==> src/rtl/ebrc_pkg.sv <==
// Shared types and codes for the eight-bit RISC core step block.
`timescale 1ns / 1ps

package ebrc_pkg;

  localparam int RF_DEPTH = 8;

  localparam logic [3:0] OP_RTYPE = 4'd0;
  localparam logic [3:0] OP_J     = 4'd2;
  localparam logic [3:0] OP_JAL   = 4'd3;
  localparam logic [3:0] OP_ADDI  = 4'd4;
  localparam logic [3:0] OP_BEQ   = 4'd8;
  localparam logic [3:0] OP_LW    = 4'd11;
  localparam logic [3:0] OP_SW    = 4'd15;

  localparam logic [2:0] FN_ADD = 3'd0;
  localparam logic [2:0] FN_SUB = 3'd2;
  localparam logic [2:0] FN_AND = 3'd4;
  localparam logic [2:0] FN_OR  = 3'd5;

  typedef enum logic [1:0] {
    ST_OK      = 2'd0,
    ST_OVF     = 2'd1,
    ST_RANGE   = 2'd2,
    ST_UNKNOWN = 2'd3
  } status_t;

  typedef logic [2:0]        reg_idx_t;
  typedef logic signed [7:0] word_t;

  // packed from the top bit down, so next_pc lands in bits 7:0
  typedef struct packed {
    logic     pad;
    status_t  status;
    logic [7:0] mem_address;
    logic     mem_written;
    word_t    dest_value;
    reg_idx_t dest_reg;
    logic     reg_written;
    logic [7:0] next_pc;
  } result_t;

endpackage

==> src/rtl/eight_bit_risc_core_step.sv <==
// Eight-bit RISC core step: decode, execute and write back one instruction word per cycle while output is taken.
`timescale 1ns / 1ps

// One instruction word in, one result word out, at up to one word per clock.
// An accepted word sits in the input register together with its two source
// operands, which are read from the register file as the word is taken; the
// ALU, address check, branch and jump logic then run on it, and the result
// register is loaded when the output is empty or taken. A load's data comes
// from the data memory's registered read port alongside the result register,
// and each register write is committed in the cycle after its result is
// produced, with bypassing into the operands of the following word.
// out_tvalid rises when the word moves from the input register into the result
// register; throughput is one word per cycle while the output is taken.
// Reset clears the registers, the program counter and the data memory's valid
// bits, so the memory reads as zero until written; no clearing pass is needed.
module eight_bit_risc_core_step #(
  parameter int DATA_DEPTH    = 256,
  parameter int PROGRAM_DEPTH = 256
) (
  input  logic        clk,
  input  logic        rst_n,
  input  logic        in_tvalid,
  output logic        in_tready,
  input  logic [15:0] in_tdata,   // instruction[15:0]
  output logic        out_tvalid,
  input  logic        out_tready,
  output logic [31:0] out_tdata   // next_pc[7:0], reg_written[8], dest_reg[11:9],
                                  // dest_value[19:12], mem_written[20],
                                  // mem_address[28:21], status[30:29], zero[31]
);
  import ebrc_pkg::*;

  localparam int PC_LIMIT = (PROGRAM_DEPTH > 256) ? 256 : PROGRAM_DEPTH;
  localparam int MEM_AW   = (DATA_DEPTH > 1) ? $clog2(DATA_DEPTH) : 1;
  localparam logic [8:0]  PC_LIM_9  = 9'(PC_LIMIT);
  localparam logic [9:0]  PC_LIM_10 = 10'(PC_LIMIT);
  localparam logic [12:0] PC_LIM_13 = 13'(PC_LIMIT);
  localparam logic [9:0]  DEPTH_10  = 10'(DATA_DEPTH);

  // input stage
  logic        in_vld_r;
  logic [15:0] ins_r;
  word_t       a_r, b_r;
  word_t       a_nxt, b_nxt;

  // result stage
  logic        out_vld_r;
  result_t     res_r;
  logic        res_load_r;
  logic        wb_pend_r;

  // architectural state
  word_t       rf_r [RF_DEPTH];
  logic [7:0]  pc_r;
  logic [7:0]  mem_r [DATA_DEPTH];
  logic [DATA_DEPTH-1:0] mem_vld_r;
  logic [7:0]  mem_q_r;
  logic        mem_q_vld_r;

  logic        fire, in_acc;
  word_t       dest_val;
  reg_idx_t    wb_idx;

  logic [3:0]  opc;
  reg_idx_t    rs, rt, rd, rs_in, rt_in;
  logic [2:0]  fn;
  logic [11:0] target;
  logic [5:0]  imm;
  word_t       op_a, op_b;

  logic [8:0]  pc_inc, sum_ab, dif_ab, sum_ai;
  logic [9:0]  br_tgt;
  logic [7:0]  seq_pc;
  logic        addr_ok, br_ok, jmp_ok;
  logic [MEM_AW-1:0] mem_idx;

  result_t     res_c, out_c;
  logic        load_c, store_c;

  assign fire      = in_vld_r && (!out_vld_r || out_tready);
  assign in_tready = !in_vld_r || fire;
  assign in_acc    = in_tvalid && in_tready;

  assign dest_val = res_load_r ? (mem_q_vld_r ? word_t'(mem_q_r) : '0) : res_r.dest_value;
  assign wb_idx   = res_r.dest_reg;

  assign opc    = ins_r[15:12];
  assign rs     = ins_r[11:9];
  assign rt     = ins_r[8:6];
  assign rd     = ins_r[5:3];
  assign fn     = ins_r[2:0];
  assign target = ins_r[11:0];
  assign imm    = ins_r[5:0];
  assign rs_in  = in_tdata[11:9];
  assign rt_in  = in_tdata[8:6];

  // bypass the write that commits this cycle
  assign op_a = (wb_pend_r && wb_idx == rs) ? dest_val : a_r;
  assign op_b = (wb_pend_r && wb_idx == rt) ? dest_val : b_r;

  always_comb begin
    if (in_acc) begin
      a_nxt = (wb_pend_r && wb_idx == rs_in) ? dest_val : rf_r[rs_in];
      b_nxt = (wb_pend_r && wb_idx == rt_in) ? dest_val : rf_r[rt_in];
    end else begin
      a_nxt = op_a;
      b_nxt = op_b;
    end
  end

  assign pc_inc = {1'b0, pc_r} + 9'd1;
  assign seq_pc = (pc_inc >= PC_LIM_9) ? 8'd0 : pc_inc[7:0];
  assign sum_ab = {op_a[7], op_a} + {op_b[7], op_b};
  assign dif_ab = {op_a[7], op_a} - {op_b[7], op_b};
  assign sum_ai = {op_a[7], op_a} + {{3{imm[5]}}, imm};
  assign br_tgt = {2'b00, pc_r} + {{4{imm[5]}}, imm};
  assign addr_ok = !sum_ai[8] && ({2'b00, sum_ai[7:0]} < DEPTH_10);
  assign br_ok   = !br_tgt[9] && (br_tgt < PC_LIM_10);
  assign jmp_ok  = {1'b0, target} < PC_LIM_13;
  assign mem_idx = sum_ai[MEM_AW-1:0];

  always_comb begin
    res_c         = '0;
    res_c.next_pc = seq_pc;
    res_c.status  = ST_OK;
    load_c        = 1'b0;
    store_c       = 1'b0;
    case (opc)
      OP_RTYPE: begin
        case (fn)
          FN_ADD: begin
            if (sum_ab[8] != sum_ab[7]) begin
              res_c.status = ST_OVF;
            end else begin
              res_c.reg_written = 1'b1;
              res_c.dest_reg    = rd;
              res_c.dest_value  = word_t'(sum_ab[7:0]);
            end
          end
          FN_SUB: begin
            if (dif_ab[8] != dif_ab[7]) begin
              res_c.status = ST_OVF;
            end else begin
              res_c.reg_written = 1'b1;
              res_c.dest_reg    = rd;
              res_c.dest_value  = word_t'(dif_ab[7:0]);
            end
          end
          FN_AND: begin
            res_c.reg_written = 1'b1;
            res_c.dest_reg    = rd;
            res_c.dest_value  = op_a & op_b;
          end
          FN_OR: begin
            res_c.reg_written = 1'b1;
            res_c.dest_reg    = rd;
            res_c.dest_value  = op_a | op_b;
          end
          default: res_c.status = ST_UNKNOWN;
        endcase
      end
      OP_J, OP_JAL: begin
        if (jmp_ok) begin
          res_c.next_pc = target[7:0];
        end else begin
          res_c.status = ST_RANGE;
        end
      end
      OP_ADDI: begin
        if (sum_ai[8] != sum_ai[7]) begin
          res_c.status = ST_OVF;
        end else begin
          res_c.reg_written = 1'b1;
          res_c.dest_reg    = rt;
          res_c.dest_value  = word_t'(sum_ai[7:0]);
        end
      end
      OP_LW: begin
        if (addr_ok) begin
          res_c.mem_address = sum_ai[7:0];
          res_c.reg_written = 1'b1;
          res_c.dest_reg    = rt;
          load_c            = 1'b1;
        end else begin
          res_c.status = ST_RANGE;
        end
      end
      OP_SW: begin
        if (addr_ok) begin
          res_c.mem_address = sum_ai[7:0];
          res_c.mem_written = 1'b1;
          store_c           = 1'b1;
        end else begin
          res_c.status = ST_RANGE;
        end
      end
      OP_BEQ: begin
        if (op_a == op_b) begin
          if (br_ok) begin
            res_c.next_pc = br_tgt[7:0];
          end else begin
            res_c.status = ST_RANGE;
          end
        end
      end
      default: res_c.status = ST_UNKNOWN;
    endcase
  end

  always_comb begin
    out_c            = res_r;
    out_c.dest_value = dest_val;
  end

  assign out_tvalid = out_vld_r;
  assign out_tdata  = out_c;

  // control, register file, pc and data memory valid bits
  always_ff @(posedge clk) begin
    if (!rst_n) begin
      in_vld_r   <= 1'b0;
      out_vld_r  <= 1'b0;
      wb_pend_r  <= 1'b0;
      res_load_r <= 1'b0;
      pc_r       <= '0;
      mem_vld_r  <= '0;
      for (int i = 0; i < RF_DEPTH; i++) begin
        rf_r[i] <= '0;
      end
    end else begin
      if (in_acc) begin
        in_vld_r <= 1'b1;
      end else if (fire) begin
        in_vld_r <= 1'b0;
      end
      if (fire) begin
        out_vld_r  <= 1'b1;
        res_load_r <= load_c;
        pc_r       <= res_c.next_pc;
      end else if (out_tready) begin
        out_vld_r <= 1'b0;
      end
      wb_pend_r <= fire && res_c.reg_written;
      if (wb_pend_r) begin
        rf_r[wb_idx] <= dest_val;
      end
      if (fire && store_c) begin
        mem_vld_r[mem_idx] <= 1'b1;
      end
    end
  end

  // payload
  always_ff @(posedge clk) begin
    if (in_acc) begin
      ins_r <= in_tdata;
    end
    a_r <= a_nxt;
    b_r <= b_nxt;
    if (fire) begin
      res_r <= res_c;
    end
  end

  // data memory, registered read
  always_ff @(posedge clk) begin
    if (fire && store_c) begin
      mem_r[mem_idx] <= op_b;
    end
    if (fire && load_c) begin
      mem_q_r     <= mem_r[mem_idx];
      mem_q_vld_r <= mem_vld_r[mem_idx];
    end
  end

  a_wb_follows_fire: assert property (@(posedge clk) disable iff (!rst_n)
    wb_pend_r |-> $past(fire) && out_vld_r && res_r.reg_written)
    else $error("register write-back without a produced result");

  a_fire_loads_out: assert property (@(posedge clk) disable iff (!rst_n)
    fire |=> out_vld_r)
    else $error("result register not loaded after execute");

  a_fault_no_write: assert property (@(posedge clk) disable iff (!rst_n)
    out_vld_r && res_r.status != ST_OK |-> !res_r.reg_written && !res_r.mem_written)
    else $error("faulting word caused a write");

  a_one_write_kind: assert property (@(posedge clk) disable iff (!rst_n)
    out_vld_r |-> !(res_r.reg_written && res_r.mem_written))
    else $error("register and memory written by one word");

  a_load_sets_reg: assert property (@(posedge clk) disable iff (!rst_n)
    out_vld_r && res_load_r |-> res_r.reg_written && !res_r.mem_written)
    else $error("load result without register write");

endmodule
==> config.mk <==
export PLATFORM = sky130hd
export DESIGN_NAME = eight_bit_risc_core_step
export DESIGN_NICKNAME = d
export VERILOG_FILES = /design/src/rtl/ebrc_pkg.sv /design/src/rtl/eight_bit_risc_core_step.sv
export SDC_FILE = /design/constraint.sdc
export NUM_CORES = 2
export LEC_CHECK = 0
export BUFFER_PORTS_ARGS = -buffer_cell sky130_fd_sc_hd__buf_4
export CAP_MARGIN = 20
export CORE_MARGIN = 3
export CORE_UTILIZATION = 35
export DETAILED_ROUTE_END_ITERATION = 6
export PLACE_DENSITY = 0.47
export SLEW_MARGIN = 40
export SYNTH_ARGS = -nofsm -noshare
export SYNTH_HDL_FRONTEND = slang
export SYNTH_SLANG_ARGS = --single-unit
==> constraint.sdc <==
create_clock -name clk -period 14.4 [get_ports clk]
set_input_delay 2.16 -clock clk [delete_from_list [all_inputs] [get_ports clk]]
set_output_delay 2.16 -clock clk [all_outputs]
set_load 0.01 [all_outputs]
; ---- Yosys cells after proc, flatten, opt, wreduce, memory -nomap -nowiden
; Memory sizes are Yosys's and may differ from the RTL's. A register that Yosys moved wholly into a read port is not among the register bits.
; Index checks and enable logic that the tools add are counted.
[classes]
n_addsub = 5
order_cmp = 5
n_eq_ne = 17
muxes = 52
n_bitwise = 3
n_reduce_logical = 24
[op_table]
columns = cell, n
row1 = 256-bit OR, 1
row2 = 8-bit two-way mux, 14
row3 = 12-bit case mux with 4 select lines, 1
row4 = 8-bit case mux with 2 select lines, 3
row5 = 12-bit two-way mux, 3
row6 = 1-bit two-way mux, 19
row7 = 3-bit equality test, 4
row8 = 4-bit equality test (second input constant), 3
row9 = 12-bit by 9-bit < comparator with 1-bit output (second input constant), 1
row10 = 4-bit case mux with 3 select lines, 1
row11 = 1-bit logical AND, 11
row12 = 9-bit by 6-bit adder with 10-bit output, 1
row13 = 10-bit by 9-bit < comparator with 1-bit output (second input constant), 1
row14 = 2-bit case mux with 5 select lines, 1
row15 = 8-bit by 1-bit adder with 9-bit output (second input constant), 1
row16 = 8-bit by 6-bit adder with 9-bit output, 1
row17 = 8-bit by 8-bit adder with 9-bit output, 1
row18 = 9-bit greater-or-equal comparator (second input constant), 1
row19 = 8-bit by 9-bit < comparator with 1-bit output (second input constant), 1
row20 = 9-bit two-way mux, 1
row21 = 8-bit by 8-bit subtractor with 9-bit output, 1
row22 = 8-bit bitwise AND, 1
row23 = 1-bit binary-select mux with 8-bit select, 1
row24 = 1-bit demux with 8-bit select, 1
row25 = other kinds (19), 32
[word_totals]
regBits = 332
mem_bits_rw = 2112
inputBits = 20
output_inout_bits = 34
elab_cells = 125
mem_count = 2
[memory_table]
columns = name, words, word_bits, read_ports, rd_clocked_by_memory_dff, write_ports, line
row1 = mem_r, 256, 8, 1, 1, 1, eight_bit_risc_core_step.sv:55  ; logic [7:0] mem_r [DATA_DEPTH];
row2 = rf_r, 8, 8, 2, 0, 8, eight_bit_risc_core_step.sv:53  ; word_t rf_r [RF_DEPTH];

; ---- Longest topological paths before layout
[logic_depth]
ltp_word = 9
mapped_depth = 24
mapped_depth_nobuf = 22

; ---- Worst setup path before layout
; Ideal clock, no wire load.
[synth_path]
path_kind = flip-flop to flip-flop
from = register res_r (netlist bit wb_idx[1])
to = register res_r[16] (netlist name) (data pin)
setup_time_ps = 176
arrival_time_ps = 7131
required_time_ps = 14224
slack_ps = 7093
path_stages_with_launch = 21
n_path_buf = 2
period_less_slack_ps = 7307
cell_sequence = edfxtp_1 -> clkbuf_1 -> xnor2_1 -> nand4_1 -> clkbuf_1 -> nor2_1 -> a21oi_1 -> inv_1 -> ha_1 -> fa_1 -> a21oi_1 -> o21bai_1 -> a21oi_1 -> o21bai_1 -> a211oi_1 -> mux2_2 -> ha_1 -> nor4_1 -> a221o_1 -> a22oi_1 -> o32ai_1
[synth_lines]
columns = item, line
row1 = start: declaration, eight_bit_risc_core_step.sv:48  ; result_t res_r;
row2 = start signal: assignment, eight_bit_risc_core_step.sv:261  ; res_r <= res_c;

; ---- Final worst setup path
[layout_path]
from = register res_r (netlist bit wb_idx[0])
to = memory mem_r[147][5], enable pin
[layout_via]
elab_chain_len = 9
[layout_lines]
columns = item, line
row1 = 3-bit equality test *, eight_bit_risc_core_step.sv:98  ; assign op_a = (wb_pend_r && wb_idx == rs) ? dest_val : a_r;
row2 = 1-bit logical AND *, eight_bit_risc_core_step.sv:98
row3 = 8-bit two-way mux *, eight_bit_risc_core_step.sv:98
row4 = 8-bit by 6-bit adder with 9-bit output *, eight_bit_risc_core_step.sv:115  ; assign sum_ai = {op_a[7], op_a} + {{3{imm[5]}}, imm};
row5 = 1-bit two-way mux, eight_bit_risc_core_step.sv:189  ; if (addr_ok) begin
row6 = 1-bit two-way mux, eight_bit_risc_core_step.sv:128  ; case (opc)
row7 = 1-bit logical AND, eight_bit_risc_core_step.sv:267  ; if (fire && store_c) begin
row8 = 1-bit two-way mux, eight_bit_risc_core_step.sv:267
row9 = 1-bit two-way mux (implied by the code), eight_bit_risc_core_step.sv:268  ; mem_r[mem_idx] <= op_b;
row10 = end: declaration, eight_bit_risc_core_step.sv:55
; Every way passes the cells marked *; elsewhere a longest branch is shown, timed or not.

==> flow_summary.toml <==
[synth]
async_reset_ff_share_pct = 0
netlist_instances = 5411
syn_area_sq_um = 98700
synth_top_area_cell = "edfxtp_1"
synth_top_area_share_pct = 65.9
ys_types = 64
ys.flop_type = "edfxtp_1"
synth_seq_cells = 2452
synth_edf_count = 2168
yosysWarnings = 0
syn_area_per_cell_sq_um = 18.2
syn-num-nets = 5484
yosysSeqAreaShare_pct = 71.7
synth_area_leaders = "edfxtp_1 (66%), mux4_2 (16%), dfxtp_1 (5.8%)"

[global_route]
antenna_found_initial = 7
use_met2_pct = 31.5
grt_overflow = 0
met1_usage_pct = 29.0
grt.busiest_layer = "met2"
grt_max_degree = 144
track_usage_pct = 20.0
use_met3_pct = 3.10
grt_pass1_vias = 52787
grt_pass1_wl_microns = 414000

[detailed_routing]
dr.pass1.iters = 6
viasPerCell = 5.51
wl_microns = 290000
initialDrtViolationCount = 5140
ant_nets = 0
drt_drc_violations_left = 0
vias = 51814
routedWlPerCell_microns = 30.9

[timing]
slew_viol_final = 0
setup_viol = 0
finalHoldViolCount = 0
worst_pin_slew_ns = 0.939
skew_ns = 0.0573
whs_ns = 0.459
slew_headroom_pct = 36.8
max_freq_ghz = 0.132
fin_crit_sh_pct = 52.5
grt_setup_unrepaired = "no"
fin_crit_ns = 7.56
fin_setup_tns_ns = 0

[power]
power_density_nw_per_um2 = 159
p_leak_nw = 35.8
power_mw = 18.0
ir_worst_vdd_mv = 0.0898

[worst_setup_path]
slowest_stage = "nor2_1"
crit_arrival_ns = 8.02
critical-path-top-delay-family = "simple AND/OR/NAND/NOR gates"
worst-path-buf-inv = 5
critPathRequiredTime_ns = 14.86
path_cells = "xnor2_1 > nand4_1 > a21oi_1 > inv_1 > ha_1 > o21ai_0 > or2_2 > a21oi_4 > buf_4 > o22a_1 > xnor2_4 > inv_2 > buf_4 > nand3_1 > buf_4 > nor2_1"
end_kind = "flip-flop"
timing.critical_path.mode_cell = "buf_4"
startpoint_type = "flip-flop"
path_max_fanout = 38
timing.critical_path.slowest_cell_delay_ns = 0.68
path_class = "flip-flop to flip-flop"

[final_layout]
instances_no_fill = 9412
post-route-util_pct = 40.3
seqCellArea_sq_um = 70800
multi_input_area_sq_um = 26900
fin_nets = 5544
layout-drive-gt1-share_pct = 26.6
fillers = 25034
area_growth_pct = 14.4

[worst_hold_path]
hold_path.class = "flip-flop to flip-flop"

[cts]
clk_pin_slew_ns = 0.06
cts_root_buf = "clkbuf_16"
htreeDepth = 5
cts_num_sinks = 2452
cts_buffer_depth = 4
post_cts_buffers = 0
post_cts_resized = 0
cts_buffers = 279
cts_tree = "built"
worstSkewPairLatency_ns = 0.85
postCtsHoldBufs = 0

[place]
numPortBuffers = 52
dpl.hpwl_microns = 173000
placedCellCount = 8907
globalplace.congestion = 0.806

[die]
chipWidth_microns = 537
placement_rows = 194
dieHeight_microns = 537
pin_count = 54
initial_core_util_pct = 35.3
coreArea_sq_um = 280000
die-area_sq_um = 289000

[run]
maxCapViolations = 0

[status]
status = "completed"
-- routing by layer --
layer,routed length [microns],part of all wire (%),up-vias
met5,0,0,-
met4,7220,2.5,0
met1,131000,45,27951
met3,16300,5.6,373
li1,-,-,21880
met2,136000,47,1610
-- final timing paths --
check / from / endpoint / slack (ns) / cells past startpoint
max reg2reg: wb_idx[0] / mem_r[147][5] / 6.84 / 16
min reg2reg: mem_vld_r[225] / mem_vld_r[225] / 0.46 / 1
min: mem_vld_r[225] / mem_vld_r[225] / 0.46 / 1
max: wb_idx[0] / mem_r[147][5] / 6.84 / 16
-- power breakdown --
| group | internal, mW | total [mW] | switching, mW |
|---|---|---|---|
| Sequential | 7.92 | 7.93 | 0.0156 |
| Combinational | 1.07 | 3.19 | 2.12 |
| Clock | 4.02 | 6.87 | 2.85 |
-- registers in the layout, indices dropped and copies added (netlist names), 16 cells and up --
name	count
mem_vld_r	256
out_tdata	20
rf_r	64
ins_r	16
mem_r	2048
-- worst reg2reg max path: cells and delay by family (launching register included) --
| kind | cells | cell delay [ns] |
|---|---|---|
| adder cells (fa/ha/maj) | 1 | 0.62 |
| XOR/XNOR | 2 | 0.49 |
| AO/OA/AOI/OAI | 4 | 1.25 |
| flip-flops | 1 | 0.55 |
| AND/OR/NAND/NOR | 4 | 2.44 |
| buffers and inverters | 5 | 1.84 |
-- stage by stage --
step	setup WS, ns	area [sq um]
floorplan	7.09	98700
global placement	6.41	103000
detailed placement	6.92	104000
CTS	6.89	113000
global route	6.50	113000
finish	6.84	113000
-- cells in the final DEF (no fill, tap or decap), types with 17 or more instances in the layout --
cell type / n
nor3_1: 123
clkbuf_1: 72
a21oi_1: 45
clkinv_1: 41
clkbuf_16: 286
o21ai_0: 96
nor2_1: 202
ha_1: 48
nor2b_1: 17
nand4_1: 107
buf_4: 150
o21a_1: 262
edfxtp_1: 2168
xnor2_1: 20
nor2_2: 184
mux2i_1: 70
nand2_1: 344
mux4_2: 688
dfxtp_1: 284
inv_1: 33
clkinv_2: 43
o211ai_1: 83
nand3_1: 22
-- kinds of logic after synthesis --
family / synth area share, %
compound gates: 4.23
xor+xnor: 0.265
fa+ha+maj: 0.702
buf+inv: 1.93
flops: 71.7
mux: 16.4
other cells: 0.00380
simple gates: 4.74
-- cell usage after synthesis (7+ instances only) --
| master | number |
|---|---|
| a41o_1 | 8 |
| o21a_1 | 262 |
| edfxtp_1 | 2168 |
| nor2b_1 | 17 |
| xnor2_1 | 22 |
| buf_1 | 38 |
| a21oi_1 | 50 |
| nand4_1 | 107 |
| nor3_1 | 126 |
| nand3_1 | 34 |
| o21ai_0 | 102 |
| buf_2 | 91 |
| a31oi_1 | 17 |
| mux2i_1 | 70 |
| nand2_1 | 347 |
| o21bai_1 | 9 |
| buf_4 | 30 |
| a22oi_1 | 7 |
| mux4_2 | 688 |
| ha_1 | 49 |
| clkbuf_1 | 245 |
| dfxtp_1 | 284 |
| o211ai_1 | 83 |
| and2_1 | 8 |
| o22ai_1 | 8 |
| nand2b_1 | 12 |
| inv_1 | 42 |
| nor2_1 | 388 |
-- cell type report --
cell class / count / area share (%)
Inverter: 43 / 0.212
Clock buffer: 373 / 6.76
Tap cell: 3724 / 4.13
Multi-Input combinational cell: 2512 / 23.8
Clock inverter: 123 / 0.950
Antenna cell: 2 / 0.00443
Sequential cell: 2452 / 62.7
Timing Repair Buffer: 183 / 1.49
Note: power is estimated with default switching activity, not from simulation.
